==> src/sv/cht_pkg.sv <==
package cht_pkg;

	localparam int BUCKETS = 64;
	localparam int NODES = 256;
	localparam int PAYLOAD_BITS = 64;

	localparam int KEY_W = 31;
	localparam int CFG_W = 7;
	localparam int BKT_W = $clog2(BUCKETS);
	localparam int NODE_W = $clog2(NODES);
	localparam int LINK_W = NODE_W + 1;
	localparam int CNT_W = 9;
	localparam int REM_W = BKT_W + 1;

	localparam logic [LINK_W-1:0] NULL_LINK = LINK_W'(NODES);

	localparam logic [1:0] CMD_INSERT = 2'd0;
	localparam logic [1:0] CMD_SEARCH = 2'd1;
	localparam logic [1:0] CMD_REMOVE = 2'd2;
	localparam logic [1:0] CMD_NONE = 2'd3;

	localparam logic [1:0] ST_OK = 2'd0;
	localparam logic [1:0] ST_NOT_FOUND = 2'd1;
	localparam logic [1:0] ST_DUPLICATE = 2'd2;
	localparam logic [1:0] ST_POOL_FULL = 2'd3;

	// Result of the modulo unit.
	typedef struct packed {
		logic done;
		logic [BKT_W-1:0] rem;
	} mod_res_t;

endpackage

==> src/sv/cht_mod.sv <==
module cht_mod (
	input  logic clk,
	input  logic arst_n,
	input  logic start,
	input  logic [cht_pkg::KEY_W-1:0] dividend,
	input  logic [cht_pkg::CFG_W-1:0] divisor,
	output cht_pkg::mod_res_t res
);
	import cht_pkg::*;

	localparam int CNT_BITS = $clog2(KEY_W + 1);

	logic busy_q;
	logic done_q;
	logic [CNT_BITS-1:0] cnt_q;
	logic [KEY_W-1:0] shr_q;
	logic [REM_W-1:0] rem_q;
	logic [CFG_W-1:0] div_q;
	logic [REM_W:0] trial;

	// One restoring step: shift in the next dividend bit and subtract if it fits.
	assign trial = {rem_q, shr_q[KEY_W-1]};

	always_ff @(posedge clk or negedge arst_n) begin
		if (!arst_n) begin
			busy_q <= 1'b0;
			done_q <= 1'b0;
			cnt_q <= '0;
		end else begin
			done_q <= 1'b0;
			if (start) begin
				busy_q <= 1'b1;
				cnt_q <= '0;
			end else if (busy_q) begin
				cnt_q <= cnt_q + 1'b1;
				if (cnt_q == CNT_BITS'(KEY_W - 1)) begin
					busy_q <= 1'b0;
					done_q <= 1'b1;
				end
			end
		end
	end

	always_ff @(posedge clk) begin
		if (start) begin
			shr_q <= dividend;
			rem_q <= '0;
			div_q <= divisor;
		end else if (busy_q) begin
			shr_q <= {shr_q[KEY_W-2:0], 1'b0};
			if (trial >= {1'b0, div_q})
				rem_q <= REM_W'(trial - {1'b0, div_q});
			else
				rem_q <= REM_W'(trial);
		end
	end

	assign res.done = done_q;
	assign res.rem = rem_q[BKT_W-1:0];

endmodule

==> config.mk <==
export PLATFORM = sky130hd
export DESIGN_NAME = cht_mod
export DESIGN_NICKNAME = d
export VERILOG_FILES = /design/src/sv/cht_pkg.sv /design/src/sv/cht_mod.sv
export SDC_FILE = /design/constraint.sdc
export NUM_CORES = 1
export LEC_CHECK = 0
export ABC_AREA = 1
export BUFFER_PORTS_ARGS = -buffer_cell sky130_fd_sc_hd__buf_2
export CORE_MARGIN = 2
export CORE_UTILIZATION = 54
export CTS_BUF_LIST = sky130_fd_sc_hd__clkbuf_16
export CTS_CLUSTER_SIZE = 25
export DETAILED_ROUTE_END_ITERATION = 6
export GPL_TIMING_DRIVEN = 0
export PLACE_DENSITY = 0.79
export SLEW_MARGIN = 20
export SYNTH_ARGS = -nofsm -noshare
export SYNTH_HDL_FRONTEND = slang
export SYNTH_SLANG_ARGS = --single-unit
==> constraint.sdc <==
create_clock -name clk -period 3.2 [get_ports clk]
set_clock_uncertainty 0.1 [all_clocks]
set_input_delay 0.64 -clock clk [delete_from_list [all_inputs] [get_ports clk]]
set_output_delay 0.64 -clock clk [all_outputs]
set_load 0.02 [all_outputs]
==> results.py, run 1 <==
metrics = {
    "routing": {
        "via_count": 1965,
        "remaining_drc_errors": 0,
        "dr.pass1.iters": 4,
        "postRouteAntennaNets": 0,
        "drt-total-wl_um": 4790,
        "vias_per_cell": 4.91,
        "routedWlPerCell_um": 12.0,
        "detailedRoute.firstIterationViolations": 134,
    },
    "yosys": {
        "edff_count_synth": 38,
        "post_synth_num_cell_types": 26,
        "syn_area_per_cell_um2": 8.90,
        "ys_ff_latch": 52,
        "synth_fp_nets": 342,
        "async_reset_ff_frac": 0.135,
        "yosys_most_used_dff": "sky130_fd_sc_hd__edfxtp_1",
        "netlist_area_mm2": 0.00259,
        "ys_seq_area_frac": 0.562,
        "post_synth_inst_count": 291,
        "yosys_warnings": 0,
    },
    "worst_setup_path": {
        "cp_data_arrival_time_ns": 2.32,
        "r2r_end": "rem_q[4]",
        "critPathKind": "reg2reg",
        "r2r_setup_slack_ns": 0.97,
        "crit_fanout": 7,
        "worstRegToRegCells": 10,
        "rr_startpoint": "shr_q[30]",
        "worst_setup_sp_type": "flop",
        "required_ns": 3.28,
        "critPathCaptureType": "flop",
    },
    "placed_design": {
        "io_buffer_count": 47,
        "place.detailed.hpwl_um": 3350,
        "gpl.final_weighted_congestion": 0.842,
        "minimum_setup_slack_after_placement_ns": 0.577,
    },
    "floorplan": {
        "placementRows": 25,
        "fp.dieArea_mm2": 0.00537,
        "die_height_um": 73.3,
        "ios": 48,
        "core-area_mm2": 0.00466,
        "initial_core_utilization": 0.556,
        "horizontal_die_dimension_um": 73.3,
    },
    "sta": {
        "timing_hold_violations_final": 0,
        "maxClockFrequency_ghz": 0.448,
        "setup_viol": 0,
        "worst_slack_ns": 0.968,
        "drv_slew": 0,
        "unrepaired_setup_endpoints_after_global_routing": "no",
        "max_slew.worst_pin.slew_ns": 0.645,
        "post-route-min-period_ns": 2.23,
        "final_worst_path_period_share": 0.698,
        "setup_total_negative_slack_ns": 0,
        "timing.slew.headroom": 0.569,
    },
    "layout": {
        "antenna-diode-count": 0,
        "flow.area_growth_from_synthesis_pct": 17.1,
        "most_frequent_standard_cell_in_the_layout_excluding_fill_and_tap_cells": "sky130_fd_sc_hd__nand2_1",
        "finish.net_count": 396,
        "final_layout_size_suffix_gt1_frac": 0.194,
        "most_frequent_cells_in_the_layout": "sky130_fd_sc_hd__nand2_1 (138), sky130_fd_sc_hd__buf_2 (48), sky130_fd_sc_hd__edfxtp_1 (38), sky130_fd_sc_hd__inv_1 (26), sky130_fd_sc_hd__nand3_1 (18)",
        "utilization": 0.651,
    },
    "run": {
        "max_cap_viol_count": 0,
    },
    "power": {
        "max-vdd-ir-drop_mv": 0.377,
        "design_power_total_mw": 2.09,
        "p_leak_nw": 1.56,
        "power_density_mw_per_mm2": 690,
    },
    "clock_network": {
        "cts_setup_buffers": 0,
        "h_tree_depth": 2,
        "cts.hold.buffers_added": 0,
        "clkTransAtPathRegs_ns": 0.07,
        "clock_root_buffer_master": "sky130_fd_sc_hd__clkbuf_16",
        "tritoncts_num_sinks": 52,
        "clock_tree.buffer_depth": 2,
        "clkLatencyLatePin_ns": 0.29,
        "tritoncts": "done",
        "cts_made_buffers": 5,
        "postCtsResizedCells": 0,
    },
    "status": {
        "outcome": "finished clean",
    },
    "grt": {
        "antenna_found_initial": 0,
        "grt_first_pass_wirelength_um": 8310,
        "pin_count_of_the_biggest_net_entering_global_routing": 33,
        "grt_pass1_vias": 1898,
        "grt_usage": 0.202,
        "globalRouteOverflowTotal": 0,
    },
    "min_path": {
        "hold_path.class": "in2async",
    },
}
## worst max-delay path by stage
stage	depth (start not counted)	start	end	slack [ns]
detailed placement	4	start	shr_q[16]	0.58
floorplan	3	start	shr_q[0]	1.19
global route	10	shr_q[30]	rem_q[6]	0.84
global placement	4	start	shr_q[14]	0.61
CTS	4	start	shr_q[16]	0.88
finish	10	shr_q[30]	rem_q[4]	0.97
## layer usage
layer  vias up  global-route usage  wire length, um
met5         -                   0                0
met4         0              0.0720               56
met3         4              0.0398              237
met2        46               0.331             2280
met1       879               0.268             2220
li1       1036                   -                -
## cell families after synthesis
logic type / synth area share
AOI/OAI and AO/OA: 0.0261
and+or+nand+nor: 0.284
DFF: 0.562
xor gates and xnor gates: 0.00676
buffers and inverters: 0.0700
adders and majority gates: 0.0512
## where the power goes
part           leakage (nW)  total, mW  switching, mW  internal (mW)
sequential            0.558      0.874         0.0574          0.816
combinational         0.927      0.705          0.405          0.300
clock                0.0726      0.516          0.230          0.286
## state kept, by name, indices dropped and copies added, names as in the netlist
signal / flops
done_q: 1
div_q: 7
cnt_q: 5
rem_q: 7
busy_q: 1
shr_q: 31
## stage by stage
stage / instance area [um^2] / hold WS (ns) / cells
6_report: 3030 / 0.0704 / 400
3_5_place_dp: 2890 / 0.359 / 392
2_1_floorplan: 2590 / 0.244 / 291
5_1_grt: 3030 / 0.0703 / 400
4_1_cts: 3030 / 0.0744 / 400
3_3_place_gp: 2890 / 0.353 / 392
## worst max-delay path, stage by stage (launching register included)
cell	delay [ns]
sky130_fd_sc_hd__edfxtp_1	0.36
sky130_fd_sc_hd__inv_1	0.09
sky130_fd_sc_hd__ha_1	0.16
sky130_fd_sc_hd__inv_1	0.07
sky130_fd_sc_hd__fa_1	0.44
sky130_fd_sc_hd__nand3_1	0.11
sky130_fd_sc_hd__nand3_1	0.16
sky130_fd_sc_hd__o21ai_2	0.35
sky130_fd_sc_hd__nand3b_1	0.14
sky130_fd_sc_hd__nand3_1	0.10
sky130_fd_sc_hd__nand2_1	0.05
## area by class of cell
type | instances | area [um^2]
repair buffers | 47 | 235
clock buffers | 5 | 125
well taps | 54 | 67.6
multi-input cells | 198 | 952
flip-flops and latches | 52 | 1460
inverters | 27 | 101
clock inverters | 3 | 16.3
plain buffers | 14 | 80.1
fillers | 384 | 1630
## synth_stat cells (2+ instances only)
cell type,instances,area (um^2)
sky130_fd_sc_hd__nand4_1,4,25.0
sky130_fd_sc_hd__a21oi_1,4,20.0
sky130_fd_sc_hd__dfrtp_1,7,175
sky130_fd_sc_hd__o21ai_0,3,15.0
sky130_fd_sc_hd__nor2_1,7,26.3
sky130_fd_sc_hd__inv_1,26,97.6
sky130_fd_sc_hd__xnor2_1,2,17.5
sky130_fd_sc_hd__nand3b_1,5,37.5
sky130_fd_sc_hd__clkbuf_1,5,18.8
sky130_fd_sc_hd__nand3_1,18,90.1
sky130_fd_sc_hd__edfxtp_1,38,1140
sky130_fd_sc_hd__nand2_1,138,518
sky130_fd_sc_hd__ha_1,9,113
sky130_fd_sc_hd__dfxtp_1,7,140
sky130_fd_sc_hd__buf_4,7,52.6
(Power assumes the default switching activity.)
==> inputs of run 2 (changes only) <==
- clock period: 3.2 -> 2.1 ns (I/O delays scaled with it)
==> results.py, run 2 (synthesis gave the netlist of run 1 again) <==
metrics = {
    "worst_setup_path": {
        "cp_slowest_stage_delay_ns": 0.38,
        "critPathCaptureType": "flop",
        "critPathKind": "reg2reg",
        "required_ns": 2.19,
        "worstRegToRegCells": 11,
        "cp_common_cell": "sky130_fd_sc_hd__nand2_1",
        "critPathSlowestCell": "sky130_fd_sc_hd__fa_2",
        "r2r_setup_slack_ns": 0.07,
        "largest_delay_contributor_family_on_the_critical_path": "adder cells",
        "critical_path_buf_inv_count": 3,
        "crit_fanout": 3,
        "path_cells": "inv_1 -> ha_2 -> inv_2 -> fa_2 -> nand3_2 -> nand3_4 -> buf_4 -> xnor2_1 -> nand2_1 -> nand3_1 -> nand2_1",
        "r2r_end": "rem_q[4]",
        "cp_data_arrival_time_ns": 2.11,
        "worst_setup_sp_type": "flop",
        "rr_startpoint": "shr_q[30]",
    },
    "floorplan": {
        "die_height_um": 73.3,
        "core-area_mm2": 0.00466,
        "initial_core_utilization": 0.556,
        "ios": 48,
        "horizontal_die_dimension_um": 73.3,
        "fp.dieArea_mm2": 0.00537,
        "placementRows": 25,
    },
    "layout": {
        "antenna-diode-count": 0,
        "utilization": 0.664,
        "layout.cell_area.non_filler_mm2": 0.00309,
        "most_frequent_cells_in_the_layout": "sky130_fd_sc_hd__nand2_1 (138), sky130_fd_sc_hd__buf_2 (48), sky130_fd_sc_hd__edfxtp_1 (38), sky130_fd_sc_hd__inv_1 (25), sky130_fd_sc_hd__nand3_1 (15)",
        "finish.net_count": 399,
        "most_frequent_standard_cell_in_the_layout_excluding_fill_and_tap_cells": "sky130_fd_sc_hd__nand2_1",
        "max_ffs_per_register": 31,
        "largestRegisters": "shr_q (31), div_q (7), rem_q (7)",
        "final_layout_size_suffix_gt1_frac": 0.215,
        "top_register": "shr_q",
        "flow.area_growth_from_synthesis_pct": 19.5,
    },
    "clock_network": {
        "clkLatencyLatePin_ns": 0.29,
        "clock_tree.buffer_depth": 2,
        "clkTransAtPathRegs_ns": 0.07,
        "h_tree_depth": 2,
        "clock_root_buffer_master": "sky130_fd_sc_hd__clkbuf_16",
        "tritoncts": "done",
        "cts_made_buffers": 5,
        "tritoncts_num_sinks": 52,
    },
    "sta": {
        "timing_hold_violations_final": 0,
        "setup_total_negative_slack_ns": 0,
        "final_worst_path_period_share": 0.964,
        "post-route-min-period_ns": 2.03,
        "worst_slack_ns": 0.0747,
        "maxClockFrequency_ghz": 0.494,
        "drv_slew": 0,
        "timing.slew.headroom": 0.565,
        "max_slew.worst_pin.slew_ns": 0.651,
        "setup_viol": 0,
    },
    "status": {
        "outcome": "finished clean",
    },
    "run": {
        "max_cap_viol_count": 0,
    },
    "power": {
        "p_leak_nw": 1.58,
        "design_power_total_mw": 3.29,
        "max-vdd-ir-drop_mv": 0.574,
        "power_density_mw_per_mm2": 1060,
    },
    "placed_design": {
        "io_buffer_count": 47,
        "place.detailed.hpwl_um": 3350,
        "minimum_setup_slack_after_placement_ns": -0.303,
        "dpl_cell_area_mm2": 0.00289,
        "gpl.final_weighted_congestion": 0.842,
    },
    "routing": {
        "routedWlPerCell_um": 12.3,
        "vias_per_cell": 5.03,
        "detailedRoute.firstIterationViolations": 173,
        "dr.pass1.iters": 4,
        "drt-total-wl_um": 4960,
        "postRouteAntennaNets": 0,
        "remaining_drc_errors": 0,
        "via_count": 2026,
    },
    "grt": {
        "grt_first_pass_wirelength_um": 8330,
        "grt_usage": 0.202,
        "pin_count_of_the_biggest_net_entering_global_routing": 33,
        "grt_pass1_vias": 1911,
        "globalRouteOverflowTotal": 0,
        "antenna_found_initial": 0,
    },
    "min_path": {
        "hold_path.class": "in2reg",
        "min_delay_worst_endpoint": "div_q[6]",
        "hold_depth": 1,
        "hold_start": "divisor[6]",
    },
}
## run 2: metal layers
layer  GRT usage  wire [um]  up-vias
li1            -          -     1042
met3      0.0398        317        7
met5           0          0        -
met1       0.268       2180      907
met2       0.334       2380       70
met4      0.0679         80        0
## run 2: report_power, final
part           internal, mW  switching, mW  total [mW]
Sequential             1.24         0.0858        1.33
Clock                 0.436          0.356       0.792
Combinational         0.498          0.671        1.17
Total                  2.18           1.11        3.29
## run 2: worst max-delay path by stage
stage                     slack [ns]         to  cells after the start  startpoint
after global placement         -0.27  shr_q[14]                      4       start
after detailed placement       -0.30  shr_q[16]                      4       start
after floorplan                 0.23   rem_q[6]                     10   shr_q[30]
after global routing           -0.02   rem_q[4]                     11   shr_q[30]
after CTS                     -0.004  shr_q[16]                      4       start
final                           0.07   rem_q[4]                     11   shr_q[30]
## run 2: worst register-to-register path, stage by stage, from the launching register on
cell,delay (ns)
sky130_fd_sc_hd__edfxtp_1,0.36
sky130_fd_sc_hd__inv_1,0.10
sky130_fd_sc_hd__ha_2,0.19
sky130_fd_sc_hd__inv_2,0.05
sky130_fd_sc_hd__fa_2,0.38
sky130_fd_sc_hd__nand3_2,0.10
sky130_fd_sc_hd__nand3_4,0.09
sky130_fd_sc_hd__buf_4,0.15
sky130_fd_sc_hd__xnor2_1,0.17
sky130_fd_sc_hd__nand2_1,0.09
sky130_fd_sc_hd__nand3_1,0.09
sky130_fd_sc_hd__nand2_1,0.05
## run 2: area by class of cell
cell class              count  area [um^2]
fillers                   370         1570
flip-flops and latches     52         1460
multi-input cells         198          987
repair buffers             50          260
clock buffers               5          125
inverters                  27          101
plain buffers              14         80.1
well taps                  54         67.6
clock inverters             3         16.3
## run 2: metrics by stage
stage,hold WS [ns],cells
finish,0.208,403
global route,0.203,403
CTS,0.202,401
detailed placement,0.161,392
global placement,0.158,392
floorplan,0.0244,291
## run 2: repair_timing
action                                  4_1_cts  5_1_grt
hold endpoints to repair                      7        0
cloned                                        0        0
endpoints found under the setup margin       15        7
setup buffers                                 0        2
hold buffers                                  1        0
resized for setup                             2        6
pin swaps                                     1        2
==> inputs of run 3 (changes only) <==
--- a/config.mk
+++ b/config.mk
@@ -15,4 +15,5 @@
 export GPL_TIMING_DRIVEN = 0
 export PLACE_DENSITY = 0.79
+export SETUP_SLACK_MARGIN = 0.05
 export SLEW_MARGIN = 20
 export SYNTH_ARGS = -nofsm -noshare
==> constraint.sdc (replaced) <==
create_clock -name clk -period 2.1 [get_ports clk]
set_clock_uncertainty 0.1 [all_clocks]
set_input_delay 0.105 -clock clk [delete_from_list [all_inputs] [get_ports clk]]
set_output_delay 0.105 -clock clk [all_outputs]
set_load 0.02 [all_outputs]
==> results.py, run 3 (synthesis gave the netlist of run 1 again) <==
metrics = {
    "sta": {
        "timing.slew.headroom": 0.557,
        "worst_slack_ns": 0.111,
        "post-route-min-period_ns": 1.99,
        "drv_slew": 0,
        "maxClockFrequency_ghz": 0.503,
        "setup_total_negative_slack_ns": 0,
        "timing_hold_violations_final": 0,
        "setup_viol": 0,
        "max_slew.worst_pin.slew_ns": 0.664,
        "final_worst_path_period_share": 0.947,
        "final.hold.worst_slack_ns": 0.00436,
    },
    "placed_design": {
        "minimum_setup_slack_after_placement_ns": -0.0174,
        "dpl_cell_area_mm2": 0.00289,
        "gpl.final_weighted_congestion": 0.842,
        "place.detailed.hpwl_um": 3350,
        "place.detailed.instances": 392,
        "io_buffer_count": 47,
    },
    "clock_network": {
        "tritoncts": "done",
        "clock_root_buffer_master": "sky130_fd_sc_hd__clkbuf_16",
        "clock_tree.buffer_depth": 2,
        "h_tree_depth": 2,
        "cts_made_buffers": 5,
        "clkLatencyLatePin_ns": 0.30,
        "clkTransAtPathRegs_ns": 0.07,
        "tritoncts_num_sinks": 52,
    },
    "layout": {
        "layout.cell_area.non_filler_mm2": 0.00345,
        "final_layout_size_suffix_gt1_frac": 0.203,
        "largestRegisters": "shr_q (31), div_q (7), rem_q (7)",
        "final_cells": 438,
        "most_frequent_standard_cell_in_the_layout_excluding_fill_and_tap_cells": "sky130_fd_sc_hd__nand2_1",
        "utilization": 0.741,
        "top_register": "shr_q",
        "finish.net_count": 434,
        "flow.area_growth_from_synthesis_pct": 33.3,
        "most_frequent_cells_in_the_layout": "sky130_fd_sc_hd__nand2_1 (138), sky130_fd_sc_hd__buf_2 (48), sky130_fd_sc_hd__edfxtp_1 (38), sky130_fd_sc_hd__dlygate4sd3_1 (34), sky130_fd_sc_hd__inv_1 (24)",
        "max_ffs_per_register": 31,
        "antenna-diode-count": 0,
    },
    "floorplan": {
        "ios": 48,
        "horizontal_die_dimension_um": 73.3,
        "core-area_mm2": 0.00466,
        "fp.dieArea_mm2": 0.00537,
        "initial_core_utilization": 0.556,
        "die_height_um": 73.3,
        "placementRows": 25,
    },
    "worst_setup_path": {
        "cp_data_arrival_time_ns": 2.08,
        "rr_startpoint": "shr_q[30]",
        "critPathCaptureType": "flop",
        "critPathKind": "reg2reg",
        "worstRegToRegCells": 10,
        "required_ns": 2.19,
        "startpoint_of_the_worst_setup_timing_path": "shr_q[30]",
        "crit_fanout": 7,
        "worst_setup_sp_type": "flop",
    },
    "power": {
        "max-vdd-ir-drop_mv": 0.606,
        "p_leak_nw": 1.73,
        "power_density_mw_per_mm2": 983,
        "design_power_total_mw": 3.39,
    },
    "min_path": {
        "hold_path.class": "in2reg",
        "hold_start": "dividend[22]",
        "hold_depth": 3,
    },
    "routing": {
        "drt-total-wl_um": 6110,
        "remaining_drc_errors": 0,
        "postRouteAntennaNets": 0,
        "routedWlPerCell_um": 14.0,
        "dr.pass1.iters": 5,
        "detailedRoute.firstIterationViolations": 255,
        "vias_per_cell": 5.17,
        "via_count": 2264,
    },
    "grt": {
        "grt_usage": 0.243,
        "pin_count_of_the_biggest_net_entering_global_routing": 33,
        "antenna_found_initial": 0,
        "grt_first_pass_wirelength_um": 9810,
        "grt_pass1_vias": 2203,
        "globalRouteOverflowTotal": 0,
    },
    "run": {
        "max_cap_viol_count": 0,
    },
    "status": {
        "outcome": "finished clean",
    },
}
==> run 3: changes by cell type in the layout (fill, tap and decap cells not counted) <==
| cell | change |
|---|---|
| sky130_fd_sc_hd__inv_1 | -1 |
| sky130_fd_sc_hd__dlygate4sd3_1 | +33 |
| sky130_fd_sc_hd__buf_4 | +2 |
| sky130_fd_sc_hd__ha_4 | +1 |
| sky130_fd_sc_hd__ha_2 | -1 |
| sky130_fd_sc_hd__inv_4 | +1 |
==> run 3: area by class of cell <==
class / count / area (um^2)
Sequential cell: 52 / 1460
Fill cell: 301 / 1210
Multi-Input combinational cell: 198 / 997
Timing Repair Buffer: 85 / 606
Clock buffer: 5 / 125
Inverter: 27 / 104
Buffer: 14 / 80.1
Tap cell: 54 / 67.6
Clock inverter: 3 / 16.3
==> run 3: final timing paths <==
path	end	slack (ns)
max	rem_q[2]	0.11
min	shr_q[22]	0.004
max reg2reg	rem_q[2]	0.11
min reg2reg	cnt_q[4]	0.37
max in group asynchronous	cnt_q[0]	1.68
min in group asynchronous	cnt_q[2]	0.07
==> run 3: power by group <==
group          leakage, nW  internal [mW]  total [mW]  switching, mW
Combinational         1.10          0.552        1.25          0.702
Clock               0.0726          0.436       0.804          0.368
Sequential           0.558           1.24        1.34         0.0924
==> run 3: layer usage <==
metal | track usage | share of wire | vias up
met3 | 0.0494 | 0.054 | 16
met1 | 0.303 | 0.41 | 1051
met2 | 0.414 | 0.51 | 87
li1 | - | - | 1110
met4 | 0.0967 | 0.026 | 0
met5 | 0 | 0 | -
==> run 3: worst max-delay path: stages (launching register included) <==
cell and delay [ns]:
sky130_fd_sc_hd__edfxtp_1 0.38, sky130_fd_sc_hd__inv_2 0.10, sky130_fd_sc_hd__ha_4 0.15, sky130_fd_sc_hd__inv_4 0.04, sky130_fd_sc_hd__fa_2 0.36, sky130_fd_sc_hd__nand3_2 0.10, sky130_fd_sc_hd__nand3_4 0.09, sky130_fd_sc_hd__o21ai_4 0.27
sky130_fd_sc_hd__nand3b_1 0.15, sky130_fd_sc_hd__nand3_1 0.10, sky130_fd_sc_hd__nand2_1 0.05
==> run 3: timing repair <==
| action | in CTS | in global routing |
|---|---|---|
| setup buffers | 0 | 4 |
| gates resized for setup | 3 | 8 |
| hold buffers | 34 | 0 |
| setup endpoints to repair | 16 | 7 |
| pin swaps | 1 | 5 |
| hold endpoints to repair | 40 | 0 |
